$ cat src/hw/rtl/ffha_pkg.sv
package ffha_pkg;

  // Heap address width and the field widths that follow from it
  localparam int HEAP_ADDR_BITS = 20;
  localparam int OFF_W          = HEAP_ADDR_BITS;
  localparam int SIZE_W         = HEAP_ADDR_BITS + 1;
  // Adder width: room for a size sum plus a sign bit
  localparam int ALU_W          = SIZE_W + 2;

  localparam logic [SIZE_W-1:0] HEAP_RESET = {1'b1, {OFF_W{1'b0}}};

  typedef enum logic {
    CMD_ALLOC   = 1'b0,
    CMD_RELEASE = 1'b1
  } cmd_e;

  typedef enum logic [1:0] {
    ST_OK      = 2'd0,
    ST_NOFIT   = 2'd1,
    ST_UNKNOWN = 2'd2,
    ST_DOUBLE  = 2'd3
  } status_e;

  // Input item
  typedef struct packed {
    logic              command;
    logic [SIZE_W-1:0] request_bytes;
    logic [OFF_W-1:0]  release_offset;
  } item_t;

  // Result item
  typedef struct packed {
    logic [OFF_W-1:0]  payload_offset;
    logic [1:0]        status;
    logic [SIZE_W-1:0] free_bytes;
  } result_t;

  // One segment table entry
  typedef struct packed {
    logic              used;
    logic [SIZE_W-1:0] size;
    logic [OFF_W-1:0]  start;
  } seg_t;

  localparam int SEG_W = $bits(seg_t);

  // Shared adder request and response
  typedef struct packed {
    logic [ALU_W-1:0] a;
    logic [ALU_W-1:0] b;
    logic             sub;
  } alu_req_t;

  typedef struct packed {
    logic [ALU_W-1:0] sum;
    logic             neg;
    logic             zero;
  } alu_rsp_t;

endpackage

$ cat src/hw/rtl/ffha_ram.sv
module ffha_ram #(
  parameter int WIDTH = 8,
  parameter int DEPTH = 64,
  localparam int ADDR_W = (DEPTH > 1) ? $clog2(DEPTH) : 1
) (
  input  logic              clk_i,
  input  logic              we_i,
  input  logic [ADDR_W-1:0] waddr_i,
  input  logic [WIDTH-1:0]  wdata_i,
  input  logic [ADDR_W-1:0] raddr_i,
  output logic [WIDTH-1:0]  rdata_o
);

  logic [WIDTH-1:0] mem_q [DEPTH];

  // One write port, one registered read port
  always_ff @(posedge clk_i) begin
    if (we_i) begin
      mem_q[waddr_i] <= wdata_i;
    end
    rdata_o <= mem_q[raddr_i];
  end

endmodule

$ cat src/hw/rtl/ffha_alu.sv
module ffha_alu import ffha_pkg::*; (
  input  alu_req_t req_i,
  output alu_rsp_t rsp_o
);

  logic [ALU_W-1:0] b_eff;

  // Add, or subtract as add of the complement
  assign b_eff      = req_i.sub ? ~req_i.b : req_i.b;
  assign rsp_o.sum  = req_i.a + b_eff + ALU_W'(req_i.sub);
  assign rsp_o.neg  = req_i.sub & rsp_o.sum[ALU_W-1];
  assign rsp_o.zero = (rsp_o.sum == '0);

endmodule

$ cat src/hw/rtl/first_fit_heap_allocator_core.sv
// First-fit heap allocator. Keeps an address-ordered segment table in a RAM
// and walks it with one shared adder under a sequencer; busy is high while
// an item is being worked on, and start is taken only when busy is low.
// Each item gives exactly one result, shown for one cycle with done_o, unless
// a heap_bytes write cuts it short; the receiver cannot stall, so results
// must be taken as they come. An allocate scans the table up to the first
// free segment that fits, then grants it with a split (moving later entries
// down to open a slot for the remainder) or grants the whole segment; a
// failed allocate scans every entry. A release scans for the segment, frees
// and merges it, then moves later entries up after a merge. The scan reads
// one table entry per cycle through the RAM read port, which sets the pace,
// and done_o comes in the first cycle with busy low. After reset and after
// each heap_bytes write the block rebuilds the table.
module first_fit_heap_allocator_core import ffha_pkg::*; #(
  parameter int MAX_SEGMENTS = 64,
  parameter int HEADER_BYTES = 16
) (
  input  logic              clk_i,
  input  logic              rst_ni,
  input  logic              cfg_we_i,
  input  logic [SIZE_W-1:0] cfg_wdata_i,
  input  logic              start,
  input  item_t             item_i,
  output logic              busy,
  output logic              done_o,
  output result_t           result_o
);

  localparam int IDX_W = (MAX_SEGMENTS > 1) ? $clog2(MAX_SEGMENTS) : 1;
  localparam int CNT_W = $clog2(MAX_SEGMENTS + 1);
  localparam logic [CNT_W-1:0] MAX_CNT = CNT_W'(MAX_SEGMENTS);
  localparam logic [ALU_W-1:0] HDR     = ALU_W'(HEADER_BYTES);
  localparam logic [ALU_W-1:0] HDR2    = ALU_W'(2 * HEADER_BYTES);

  typedef enum logic [17:0] {
    S_IDLE   = 18'h00001,
    S_INIT   = 18'h00002,
    S_ASCAN  = 18'h00004,
    S_AGRANT = 18'h00008,
    S_ASUB   = 18'h00010,
    S_ACHK   = 18'h00020,
    S_SHDN   = 18'h00040,
    S_ANEW   = 18'h00080,
    S_AUSED  = 18'h00100,
    S_AHDR   = 18'h00200,
    S_AWHOLE = 18'h00400,
    S_RSCAN  = 18'h00800,
    S_RFREE  = 18'h01000,
    S_RNXT   = 18'h02000,
    S_RPRV   = 18'h04000,
    S_RHDR   = 18'h08000,
    S_RFT    = 18'h10000,
    S_SHUP   = 18'h20000
  } state_e;

  state_e            state_q, state_d;
  logic [SIZE_W-1:0] heap_q;
  logic [CNT_W-1:0]  count_q, count_d;
  logic [SIZE_W-1:0] free_q, free_d;
  logic              done_q, done_d;
  result_t           res_q, res_d;

  logic [IDX_W-1:0]  idx_q, idx_d;
  logic [SIZE_W-1:0] req_q, req_d;
  logic [OFF_W-1:0]  tgt_q, tgt_d;
  logic              tgt_neg_q, tgt_neg_d;
  logic [OFF_W-1:0]  cur_start_q, cur_start_d;
  logic [SIZE_W-1:0] cur_size_q, cur_size_d;
  logic              prev_used_q, prev_used_d;
  logic [SIZE_W-1:0] prev_size_q, prev_size_d;
  logic [OFF_W-1:0]  prev_start_q, prev_start_d;
  logic              nfree_q, nfree_d;
  logic [SIZE_W-1:0] nsize_q, nsize_d;
  logic [SIZE_W-1:0] acc_q, acc_d;
  logic [SIZE_W-1:0] gr_q, gr_d;
  logic [SIZE_W-1:0] rest_q, rest_d;
  logic [IDX_W-1:0]  ptr_q, ptr_d;
  logic [IDX_W-1:0]  src_q, src_d;

  // Table RAM port signals
  logic             ram_we;
  logic [IDX_W-1:0] ram_waddr;
  logic [IDX_W-1:0] ram_raddr;
  seg_t             wseg;
  seg_t             rd;
  logic [SEG_W-1:0] ram_rdata;

  alu_req_t alu_req;
  alu_rsp_t alu_rsp;

  // Derived control values
  logic [SIZE_W-1:0] heap_clamp;
  logic [CNT_W-1:0]  idx_nx;
  logic              pfree;
  logic [1:0]        mrg;
  logic [ALU_W-1:0]  hdr_mrg;
  logic [IDX_W-1:0]  lo;
  logic [OFF_W-1:0]  lo_start;
  logic [CNT_W-1:0]  src0;
  logic              hit;

  ffha_ram #(
    .WIDTH (SEG_W),
    .DEPTH (MAX_SEGMENTS)
  ) u_table (
    .clk_i   (clk_i),
    .we_i    (ram_we),
    .waddr_i (ram_waddr),
    .wdata_i (wseg),
    .raddr_i (ram_raddr),
    .rdata_o (ram_rdata)
  );

  ffha_alu u_alu (
    .req_i (alu_req),
    .rsp_o (alu_rsp)
  );

  assign rd = seg_t'(ram_rdata);

  assign heap_clamp = heap_q[OFF_W] ? HEAP_RESET : heap_q;
  assign idx_nx     = CNT_W'(idx_q) + CNT_W'(1);
  assign pfree      = (idx_q != '0) && !prev_used_q;
  assign mrg        = {1'b0, pfree} + {1'b0, nfree_q};
  assign lo         = pfree ? (idx_q - IDX_W'(1)) : idx_q;
  assign lo_start   = pfree ? prev_start_q : cur_start_q;
  assign src0       = idx_nx + CNT_W'(nfree_q);
  assign hit        = !tgt_neg_q && (rd.start == tgt_q);

  // Header bytes recovered by a merge
  always_comb begin
    case (mrg)
      2'd0:    hdr_mrg = '0;
      2'd1:    hdr_mrg = HDR;
      default: hdr_mrg = HDR2;
    endcase
  end

  assign busy     = (state_q != S_IDLE);
  assign done_o   = done_q;
  assign result_o = res_q;

  // Sequencer
  always_comb begin
    state_d      = state_q;
    count_d      = count_q;
    free_d       = free_q;
    done_d       = 1'b0;
    res_d        = res_q;
    idx_d        = idx_q;
    req_d        = req_q;
    tgt_d        = tgt_q;
    tgt_neg_d    = tgt_neg_q;
    cur_start_d  = cur_start_q;
    cur_size_d   = cur_size_q;
    prev_used_d  = prev_used_q;
    prev_size_d  = prev_size_q;
    prev_start_d = prev_start_q;
    nfree_d      = nfree_q;
    nsize_d      = nsize_q;
    acc_d        = acc_q;
    gr_d         = gr_q;
    rest_d       = rest_q;
    ptr_d        = ptr_q;
    src_d        = src_q;
    alu_req      = '0;
    ram_we       = 1'b0;
    ram_waddr    = idx_q;
    ram_raddr    = idx_q + IDX_W'(1);
    wseg         = '0;

    case (state_q)
      // Rebuild the table as one free segment
      S_INIT: begin
        alu_req.a   = ALU_W'(heap_clamp);
        alu_req.b   = HDR;
        alu_req.sub = 1'b1;
        ram_we      = 1'b1;
        ram_waddr   = '0;
        wseg.used   = 1'b0;
        wseg.start  = '0;
        wseg.size   = (alu_rsp.neg || alu_rsp.zero) ? '0 : alu_rsp.sum[SIZE_W-1:0];
        free_d      = wseg.size;
        count_d     = CNT_W'(1);
        state_d     = S_IDLE;
      end

      // Take an item; prime read of entry 0 and form the release target
      S_IDLE: begin
        ram_raddr   = '0;
        alu_req.a   = ALU_W'(item_i.release_offset);
        alu_req.b   = HDR;
        alu_req.sub = 1'b1;
        if (start) begin
          idx_d     = '0;
          req_d     = item_i.request_bytes;
          tgt_d     = alu_rsp.sum[OFF_W-1:0];
          tgt_neg_d = alu_rsp.neg;
          state_d   = (item_i.command == CMD_RELEASE) ? S_RSCAN : S_ASCAN;
        end
      end

      // First-fit scan, one entry per cycle
      S_ASCAN: begin
        alu_req.a   = ALU_W'(rd.size);
        alu_req.b   = ALU_W'(req_q);
        alu_req.sub = 1'b1;
        if (!rd.used && !alu_rsp.neg) begin
          cur_start_d = rd.start;
          cur_size_d  = rd.size;
          state_d     = S_AGRANT;
        end else if (idx_nx == count_q) begin
          done_d               = 1'b1;
          res_d.payload_offset = '0;
          res_d.status         = ST_NOFIT;
          state_d              = S_IDLE;
        end else begin
          idx_d = idx_q + IDX_W'(1);
        end
      end

      S_AGRANT: begin
        alu_req.a = ALU_W'(cur_start_q);
        alu_req.b = HDR;
        gr_d      = alu_rsp.sum[SIZE_W-1:0];
        state_d   = S_ASUB;
      end

      S_ASUB: begin
        alu_req.a   = ALU_W'(cur_size_q);
        alu_req.b   = ALU_W'(req_q);
        alu_req.sub = 1'b1;
        acc_d       = alu_rsp.sum[SIZE_W-1:0];
        state_d     = S_ACHK;
      end

      // Split only if the remainder exceeds a header and the table has room
      S_ACHK: begin
        alu_req.a   = ALU_W'(acc_q);
        alu_req.b   = HDR;
        alu_req.sub = 1'b1;
        if (!alu_rsp.neg && !alu_rsp.zero && (count_q != MAX_CNT)) begin
          rest_d = alu_rsp.sum[SIZE_W-1:0];
          if (count_q != idx_nx) begin
            ptr_d     = count_q[IDX_W-1:0];
            ram_raddr = count_q[IDX_W-1:0] - IDX_W'(1);
            state_d   = S_SHDN;
          end else begin
            state_d = S_ANEW;
          end
        end else begin
          state_d = S_AWHOLE;
        end
      end

      // Move entries down by one to open a slot after the split one
      S_SHDN: begin
        ram_we    = 1'b1;
        ram_waddr = ptr_q;
        wseg      = rd;
        ram_raddr = ptr_q - IDX_W'(2);
        if ((ptr_q - IDX_W'(1)) == (idx_q + IDX_W'(1))) begin
          state_d = S_ANEW;
        end else begin
          ptr_d = ptr_q - IDX_W'(1);
        end
      end

      // Write the free remainder
      S_ANEW: begin
        alu_req.a  = ALU_W'(gr_q);
        alu_req.b  = ALU_W'(req_q);
        ram_we     = 1'b1;
        ram_waddr  = idx_q + IDX_W'(1);
        wseg.used  = 1'b0;
        wseg.size  = rest_q;
        wseg.start = alu_rsp.sum[OFF_W-1:0];
        state_d    = S_AUSED;
      end

      S_AUSED: begin
        alu_req.a   = ALU_W'(free_q);
        alu_req.b   = ALU_W'(req_q);
        alu_req.sub = 1'b1;
        free_d      = alu_rsp.sum[SIZE_W-1:0];
        ram_we      = 1'b1;
        wseg.used   = 1'b1;
        wseg.size   = req_q;
        wseg.start  = cur_start_q;
        state_d     = S_AHDR;
      end

      S_AHDR: begin
        alu_req.a            = ALU_W'(free_q);
        alu_req.b            = HDR;
        alu_req.sub          = 1'b1;
        free_d               = alu_rsp.sum[SIZE_W-1:0];
        count_d              = count_q + CNT_W'(1);
        done_d               = 1'b1;
        res_d.payload_offset = gr_q[OFF_W-1:0];
        res_d.status         = ST_OK;
        state_d              = S_IDLE;
      end

      // Grant the whole segment
      S_AWHOLE: begin
        alu_req.a            = ALU_W'(free_q);
        alu_req.b            = ALU_W'(cur_size_q);
        alu_req.sub          = 1'b1;
        free_d               = alu_rsp.sum[SIZE_W-1:0];
        ram_we               = 1'b1;
        wseg.used            = 1'b1;
        wseg.size            = cur_size_q;
        wseg.start           = cur_start_q;
        done_d               = 1'b1;
        res_d.payload_offset = gr_q[OFF_W-1:0];
        res_d.status         = ST_OK;
        state_d              = S_IDLE;
      end

      // Release scan; the previous entry is kept for merging
      S_RSCAN: begin
        if (hit) begin
          if (!rd.used) begin
            done_d               = 1'b1;
            res_d.payload_offset = '0;
            res_d.status         = ST_DOUBLE;
            state_d              = S_IDLE;
          end else begin
            cur_start_d = rd.start;
            cur_size_d  = rd.size;
            state_d     = S_RFREE;
          end
        end else if (idx_nx == count_q) begin
          done_d               = 1'b1;
          res_d.payload_offset = '0;
          res_d.status         = ST_UNKNOWN;
          state_d              = S_IDLE;
        end else begin
          prev_used_d  = rd.used;
          prev_size_d  = rd.size;
          prev_start_d = rd.start;
          idx_d        = idx_q + IDX_W'(1);
        end
      end

      // Read data now holds the next entry
      S_RFREE: begin
        alu_req.a = ALU_W'(free_q);
        alu_req.b = ALU_W'(cur_size_q);
        free_d    = alu_rsp.sum[SIZE_W-1:0];
        nfree_d   = (idx_nx != count_q) && !rd.used;
        nsize_d   = rd.size;
        acc_d     = cur_size_q;
        state_d   = S_RNXT;
      end

      S_RNXT: begin
        alu_req.a = ALU_W'(acc_q);
        alu_req.b = ALU_W'(nsize_q);
        if (nfree_q) begin
          acc_d = alu_rsp.sum[SIZE_W-1:0];
        end
        state_d = S_RPRV;
      end

      S_RPRV: begin
        alu_req.a = ALU_W'(acc_q);
        alu_req.b = ALU_W'(prev_size_q);
        if (pfree) begin
          acc_d = alu_rsp.sum[SIZE_W-1:0];
        end
        state_d = S_RHDR;
      end

      S_RHDR: begin
        alu_req.a = ALU_W'(acc_q);
        alu_req.b = hdr_mrg;
        acc_d     = alu_rsp.sum[SIZE_W-1:0];
        state_d   = S_RFT;
      end

      // Write the merged segment, then close the gap if any
      S_RFT: begin
        alu_req.a  = ALU_W'(free_q);
        alu_req.b  = hdr_mrg;
        free_d     = alu_rsp.sum[SIZE_W-1:0];
        ram_we     = 1'b1;
        ram_waddr  = lo;
        wseg.used  = 1'b0;
        wseg.size  = acc_q;
        wseg.start = lo_start;
        if ((mrg != 2'd0) && (src0 != count_q)) begin
          src_d     = src0[IDX_W-1:0];
          ptr_d     = lo + IDX_W'(1);
          ram_raddr = src0[IDX_W-1:0];
          state_d   = S_SHUP;
        end else begin
          count_d              = count_q - CNT_W'(mrg);
          done_d               = 1'b1;
          res_d.payload_offset = '0;
          res_d.status         = ST_OK;
          state_d              = S_IDLE;
        end
      end

      // Move entries up over the absorbed ones
      S_SHUP: begin
        ram_we    = 1'b1;
        ram_waddr = ptr_q;
        wseg      = rd;
        ram_raddr = src_q + IDX_W'(1);
        if ((CNT_W'(src_q) + CNT_W'(1)) == count_q) begin
          count_d              = count_q - CNT_W'(mrg);
          done_d               = 1'b1;
          res_d.payload_offset = '0;
          res_d.status         = ST_OK;
          state_d              = S_IDLE;
        end else begin
          src_d = src_q + IDX_W'(1);
          ptr_d = ptr_q + IDX_W'(1);
        end
      end

      default: begin
        state_d = S_INIT;
      end
    endcase

    if (done_d) begin
      res_d.free_bytes = free_d;
    end

    // A heap size write rebuilds the table
    if (cfg_we_i) begin
      state_d = S_INIT;
    end
  end

  // Control registers
  always_ff @(posedge clk_i or negedge rst_ni) begin
    if (!rst_ni) begin
      state_q <= S_INIT;
      heap_q  <= HEAP_RESET;
      count_q <= CNT_W'(1);
      free_q  <= '0;
      done_q  <= 1'b0;
    end else begin
      state_q <= state_d;
      count_q <= count_d;
      free_q  <= free_d;
      done_q  <= done_d;
      if (cfg_we_i) begin
        heap_q <= cfg_wdata_i;
      end
    end
  end

  // Working registers
  always_ff @(posedge clk_i) begin
    res_q        <= res_d;
    idx_q        <= idx_d;
    req_q        <= req_d;
    tgt_q        <= tgt_d;
    tgt_neg_q    <= tgt_neg_d;
    cur_start_q  <= cur_start_d;
    cur_size_q   <= cur_size_d;
    prev_used_q  <= prev_used_d;
    prev_size_q  <= prev_size_d;
    prev_start_q <= prev_start_d;
    nfree_q      <= nfree_d;
    nsize_q      <= nsize_d;
    acc_q        <= acc_d;
    gr_q         <= gr_d;
    rest_q       <= rest_d;
    ptr_q        <= ptr_d;
    src_q        <= src_d;
  end

endmodule

$ cat config.mk
export PLATFORM = sky130hd
export DESIGN_NAME = first_fit_heap_allocator_core
export DESIGN_NICKNAME = d
export VERILOG_FILES = /design/src/hw/rtl/ffha_pkg.sv /design/src/hw/rtl/ffha_ram.sv /design/src/hw/rtl/ffha_alu.sv /design/src/hw/rtl/first_fit_heap_allocator_core.sv
export SDC_FILE = /design/constraint.sdc
export NUM_CORES = 2
export LEC_CHECK = 0
export BUFFER_PORTS_ARGS = -buffer_cell sky130_fd_sc_hd__buf_2
export CAP_MARGIN = 5
export CORE_ASPECT_RATIO = 2
export CORE_MARGIN = 2
export CORE_UTILIZATION = 40
export DETAILED_ROUTE_END_ITERATION = 8
export PLACE_DENSITY = 0.64
export SYNTH_ARGS = -nofsm -noshare
export SYNTH_HDL_FRONTEND = slang
export SYNTH_SLANG_ARGS = --single-unit
export TNS_END_PERCENT = 50
$ cat constraint.sdc
create_clock -name clk_i -period 9.11 [get_ports clk_i]
set_clock_uncertainty 0.15 [all_clocks]
set_input_delay 1.3665 -clock clk_i [delete_from_list [all_inputs] [get_ports clk_i]]
set_output_delay 1.3665 -clock clk_i [all_outputs]
set_load 0.03 [all_outputs]
Word-level counts from Yosys, hierarchy flattened
Memory sizes are Yosys's and may differ from the RTL's. A register that Yosys moved wholly into a read port is not among the register bits.
Index checks and enable logic that the tools add are counted.
{"block": "op_classes", "addsub": 16, "eq_ne": 49, "muxes": 74, "bitwise_logic": 4, "reduce_logical": 43}
{"operator": "$pmux W44 S14", "count": 1}
{"operator": "$pmux W18 S16", "count": 1}
{"operator": "$pmux W42 S6", "count": 1}
{"operator": "$mux W22", "count": 7}
{"operator": "$mux W21", "count": 7}
{"operator": "$mux W18", "count": 8}
{"operator": "$pmux W22 S5", "count": 1}
{"operator": "$mux W6", "count": 15}
{"operator": "$pmux W21 S2", "count": 2}
{"operator": "$pmux W21 S4", "count": 1}
{"operator": "$mux W20", "count": 4}
{"operator": "$pmux W6 S4", "count": 2}
{"operator": "$pmux W20 S2", "count": 1}
{"operator": "$ne A2 B2 Y1 const B", "count": 15}
{"operator": "$pmux W6 S5", "count": 1}
{"operator": "$pmux W7 S4", "count": 1}
{"operator": "$add A6 B1 Y6 const B", "count": 4}
{"operator": "$pmux W6 S2", "count": 2}
{"operator": "$add A21 B23 Y23", "count": 1}
{"operator": "$add A23 B1 Y23", "count": 1}
{"operator": "$logic_not A23 Y1", "count": 1}
{"operator": "$mux W23", "count": 1}
{"operator": "$not A23 Y23", "count": 1}
{"operator": "$ne A7 B7 Y1", "count": 3}
{"operator": "other kinds (62)", "count": 104}
{"block": "word_totals", "ff_bits": 339, "mem_bits_rw": 2688, "inputBits": 67, "out_inout_bits": 45, "word_cells": 211, "memories": 1}
{"name": "u_table.mem_q", "words": 64, "word_bits": 42, "rd": 1, "rd_ports_with_merged_regs": 1, "wr": 1, "line": "ffha_ram.sv:14", "source": "logic [WIDTH-1:0] mem_q [DEPTH];"}

Longest topological paths before layout
{"block": "depth", "ltp_word": 17, "depth_mapped": 41, "ltp_nobuf": 32}

By module
Synthesis repeated with hierarchy kept, for this count alone.
{"block": "hier_totals", "cells_unflattened": 6022, "hier_area_um2": 121212.5}
{"module": "ffha_ram", "instances": 1, "cells_per_inst": 4448, "area_per_inst_um2": 102965.0, "seq_area_each_um2": 81558.2}
{"module": "first_fit_heap_allocator_core", "instances": 1, "cells_per_inst": 1363, "area_per_inst_um2": 16722.3, "seq_area_each_um2": 9843.2}
{"module": "ffha_alu", "instances": 1, "cells_per_inst": 211, "area_per_inst_um2": 1525.2, "seq_area_each_um2": 0.0}

Least setup slack after synthesis
Ideal clock, no wire load.
{"block": "synth_path", "kind": "reg-to-reg", "from": "reg state_q[13]", "to": "reg u_table.rdata_o[14] (read register of u_table.mem_q)", "setup_ns": 0.116, "arrival_time_ns": 8.067, "required_ns": 8.844, "slack_ns": 0.776, "stages_incl_launch_ff": 38, "path_buffers": 9, "synth_period_minus_slack_ns": 8.334, "cell_sequence": "dfrtp_1 buf_6 or4_4 buf_6 nor4_2 and4b_1 clkbuf_1 clkbuf_1 a222oi_1 nand3_1 ha_1 clkbuf_1 nand4_1 o221ai_1 o211ai_1 a31o_2 a21oi_1 o21a_1 [... 2 more ...] nand2b_1 or4_1 a2111oi_0 nand4_1 a2111oi_0 and4bb_4 and3_1 buf_4 a2bb2oi_2 and2_1 buf_2 buf_2 buf_2 mux2i_1 mux2i_1 a32oi_1 nand4_1 and4_1"}
{"block": "synth_between", "elab_chain_cells": 13, "word_cells_on_any_way": 33, "classes_between": "add/sub: 2; eq/ne: 17; mux: 5; bitwise: 2; reduce/logical: 7"}
{"element": "start: declaration", "line": "first_fit_heap_allocator_core.sv:56", "source": "state_e state_q, state_d;"}
{"element": "start signal: assignment", "line": "first_fit_heap_allocator_core.sv:449", "source": "state_q <= state_d;"}
{"element": "$eq A18 B13 Y1 / $eq A18 B11 Y1 (equally long branches)", "line": "first_fit_heap_allocator_core.sv:172", "source": "case (state_q)"}
{"element": "$reduce_or A2 Y1 (no source line)"}
{"element": "$pmux W44 S14", "line": "first_fit_heap_allocator_core.sv:172"}
{"element": "$not A23 Y23", "line": "ffha_alu.sv:9", "source": "assign b_eff = req_i.sub ? ~req_i.b : req_i.b;"}
{"element": "$mux W23", "line": "ffha_alu.sv:9"}
{"element": "$add A21 B23 Y23", "line": "ffha_alu.sv:10", "source": "assign rsp_o.sum = req_i.a + b_eff + ALU_W'(req_i.sub);"}
{"element": "$add A23 B1 Y23", "line": "ffha_alu.sv:10"}
{"element": "$logic_not A23 Y1 / $and A1 B1 Y1 (equally long branches)", "line": "ffha_alu.sv:12, ffha_alu.sv:11"}
{"element": "$logic_not A1 Y1", "line": "first_fit_heap_allocator_core.sv:242", "source": "if (!alu_rsp.neg && !alu_rsp.zero && (count_q != MAX_CNT)) begin"}
{"element": "$logic_and A1 B1 Y1 (2 in series)", "line": "first_fit_heap_allocator_core.sv:242"}
{"element": "$mux W6", "line": "first_fit_heap_allocator_core.sv:242"}
{"element": "$pmux W6 S5 (*)", "line": "first_fit_heap_allocator_core.sv:172"}
{"element": "end: declaration", "line": "ffha_ram.sv:11", "source": "output logic [WIDTH-1:0] rdata_o"}
Every way passes the cells marked *; elsewhere a longest branch is shown, timed or not.
A chain may end at the register's enable or synchronous reset.

Worst setup path after layout
{"block": "layout_path", "from": "reg state_q[6]", "to": "reg u_table.rdata_o[24] (read register of u_table.mem_q)"}
Same word-level chain as after synthesis.

==> run summary <==
Global-route wire length before repair: 609000 um
RR Startpoint: state_q[6]
Ratio of cells with drive above 1 in the final layout: 0.172
P per Cell Area: 319 nW/um^2
Worst vdd ir: 342 uV
Worst EP required: 9730 ps
Die height: 797 um
Number of synthesized flops with an enable pin: 2959
DRC: 0
Final setup vio count: 0
Initial antenna violation count: 22
Switching share of power: 0.365
Largest area contributor in the netlist: edfxtp_1
Clk pin slew, worst setup/hold paths: 80 ps
Number of global-route vias before repair: 87000
Slowest stage delay, CP: 600 ps
Finished layout cell area: 148000 um^2
Fin crit share: 0.981
Sw power: 0.0173 W
Syn Area/Cell: 13.0 um^2
Leak Pwr: 51.9 nW
CP Class: flop to flop
Drt total wl: 435000 um
Final Hold Vio Count: 0
Clock network power share: 0.237
Leading cell type in the layout, fill and taps excluded: edfxtp_1
Maximum clock frequency: 0.112 GHz
Clock root buffer: clkbuf_16
Syn Inst Count: 9678
Clock tree buffer depth: 4
Reg2reg setup slack: 170 ps
Cts bufs inserted: 244
Die area: 320000 um^2
Via/cell ratio: 5.96
Fin crit period: 8940 ps
Post-Syn Nets: 9788
Iter 0 DRT Violations: 10000
CP endpoint kind: flop
CP max FO: 20
Core footprint: 313000 um^2
Most frequent cells in the layout: edfxtp_1, nand2_1, nand3_1, buf_4, a21oi_1
CP max stage cell: or4_4
Routability cong.: 0.970
WL/cell: 29.6 um
Reg-to-reg endpoint: u_table.rdata_o[24]
Starting Density: 0.402
Fillers: 26800
Asr flop ratio synth: 0.0222
Die Wd: 401 um
Yosys warns: 0
Arr. time, crit path: 9560 ps
Yosys top cell area share: 0.706
Worst slew pin tran: 1430 ps
WHS: 176 ps
RSZ-0062 raised after global routing: true
DP Area: 138000 um^2
CTS tree: yes
Layout net count: 10500
Netlist area before placement: 126000 um^2
Worst-Skew Late Latency: 980 ps
Pint: 0.0301 W
Slew margin rel.: 0.0478
Comb pwr share: 0.359
Global-route usage over all layers: 0.262
Largest net degree at the start of global routing: 75
Sequential cell area fraction in the yosys report: 0.726
H-tree Lvls: 4
Ports: 112
GRT overflow: 0
Worst Hold Class: input port to async pin
Vias after detailed routing: 87800
Synth cell types: 98
Worst Reg-to-Reg Cells: 37
Final worst-path setup slack: 173 ps
Most common cell type on the critical path: buf_4
Area contributors post-synth: edfxtp_1, nand2_1, nand3_1, a21oi_1, dfrtp_1
Drt pass-1 iters: 9
Row cnt: 291
Seq pwr share: 0.404
Pre-CTS WS: -817 ps
Post-DP HPWL: 287000 um
Status: complete, no violations
Main synth FF type: edfxtp_1
Critical Path Source Type: flop
Max-cap violations: 0
Port Buffers: 111
CTS sink cnt: 3069
Pins Over Slew Limit: 0
Flops & latches, synth: 3069
Detail Route Antenna Nets: 0
Final setup TNS: 0 ps
Area Overhead vs Synth: 17.9%
power groups by stage:
stage	Sequential (W)	Clock, W	Combinational (W)
after global placement	0.0194	0	0.0159
after detailed placement	0.0194	0	0.0161
after floorplan	0.0193	0	0.00788
after global routing	0.0192	0.0118	0.0178
final	0.0192	0.0112	0.0170
after CTS	0.0191	0.0113	0.0162
layer usage:
layer | part of all wire | wire [um] | global-route usage
met2 | 0.51 | 224000 | 0.473
met3 | 0.072 | 31300 | 0.0393
met5 | 0.000096 | 42 | 0
met1 | 0.32 | 137000 | 0.265
met4 | 0.098 | 42500 | 0.218
critical path: cells and delay by family (launching register included):
| family | cells | cell delay (ps) |
|---|---|---|
| and+or+nand+nor | 14 | 3870 |
| AOI/OAI and AO/OA | 13 | 2330 |
| buffers and inverters | 8 | 1460 |
| adders and majority gates | 2 | 500 |
| DFF | 1 | 410 |
per-stage QoR:
step / power [W] / util / cells
after floorplan: 0.0272 / - / 9678
after global placement: 0.0353 / 0.441 / 14200
after detailed placement: 0.0355 / 0.442 / 14200
after CTS: 0.0466 / 0.468 / 14600
after global routing: 0.0488 / 0.474 / 14700
final: 0.0474 / 0.474 / 14700
area by class of cell:
cell class	count	area (um^2)	area share
flip-flops and latches	3069	91400	0.616
multi-input cells	5928	32800	0.221
repair buffers	1132	10700	0.0719
clock buffers	306	6640	0.0447
well taps	4102	5130	0.0346
clock inverters	136	1590	0.0107
inverters	43	161	0.00109
diodes	16	40.0	0.000270
worst max-delay path by stage:
| stage | start | to | slack (ps) | cells past startpoint |
|---|---|---|---|---|
| after floorplan | state_q[13] | u_table.rdata_o[14] | 780 | 37 |
| after global placement | state_q[0] | u_table.rdata_o[23] | -1250 | 36 |
| after detailed placement | state_q[0] | u_table.rdata_o[19] | -820 | 35 |
| after CTS | state_q[0] | u_table.rdata_o[17] | 0.8 | 38 |
| after global routing | state_q[6] | u_table.rdata_o[24] | -120 | 38 |
| final | state_q[6] | u_table.rdata_o[24] | 170 | 37 |
what timing repair did:
action | in CTS | in global routing
cloned | 0 | 20
gates resized for setup | 36 | 144
pin swaps | 4 | 48
endpoints found under the hold margin | 0 | 0
endpoints found under the setup margin | 42 | 42
hold buffers | 0 | 0
setup buffers | 2 | 45
sequential cells by signal, summed over array words and instances, names as in the netlist, 6 cells and up:
name	cells
u_table.mem_q	2688
result_o	43
u_table.rdata_o	42
acc_q	21
cur_size_q	21
free_q	21
gr_q	21
heap_q	21
nsize_q	21
prev_size_q	21
req_q	21
rest_q	21
cur_start_q	20
prev_start_q	20
tgt_q	20
state_q	18
count_q	7
idx_q	6
ptr_q	6
src_q	6
synthesized netlist by cell type (81+ instances only):
cell,instances
and3_1,132
mux2i_1,133
nor3_1,144
a311oi_1,81
nor2_1,314
o21ai_0,117
clkbuf_1,286
a21oi_1,458
a31oi_1,87
nand3_1,908
edfxtp_1,2959
nand2_1,2498
buf_2,259
a22oi_1,93
a222oi_1,98
logic make-up (layout without fill, tap and decap cells):
logic type | Yosys count | count (layout) | share of synthesized area
muxes | 172 | 172 | 0.0141
DFF | 3069 | 3069 | 0.726
xor gates and xnor gates | 110 | 110 | 0.00788
and+or+nand+nor | 4248 | 4248 | 0.148
other | 0 | 16 | 0
AOI/OAI and AO/OA | 1355 | 1355 | 0.0747
adders and majority gates | 43 | 43 | 0.00439
buffers and inverters | 681 | 1617 | 0.0245
(Power assumes the default switching activity.)
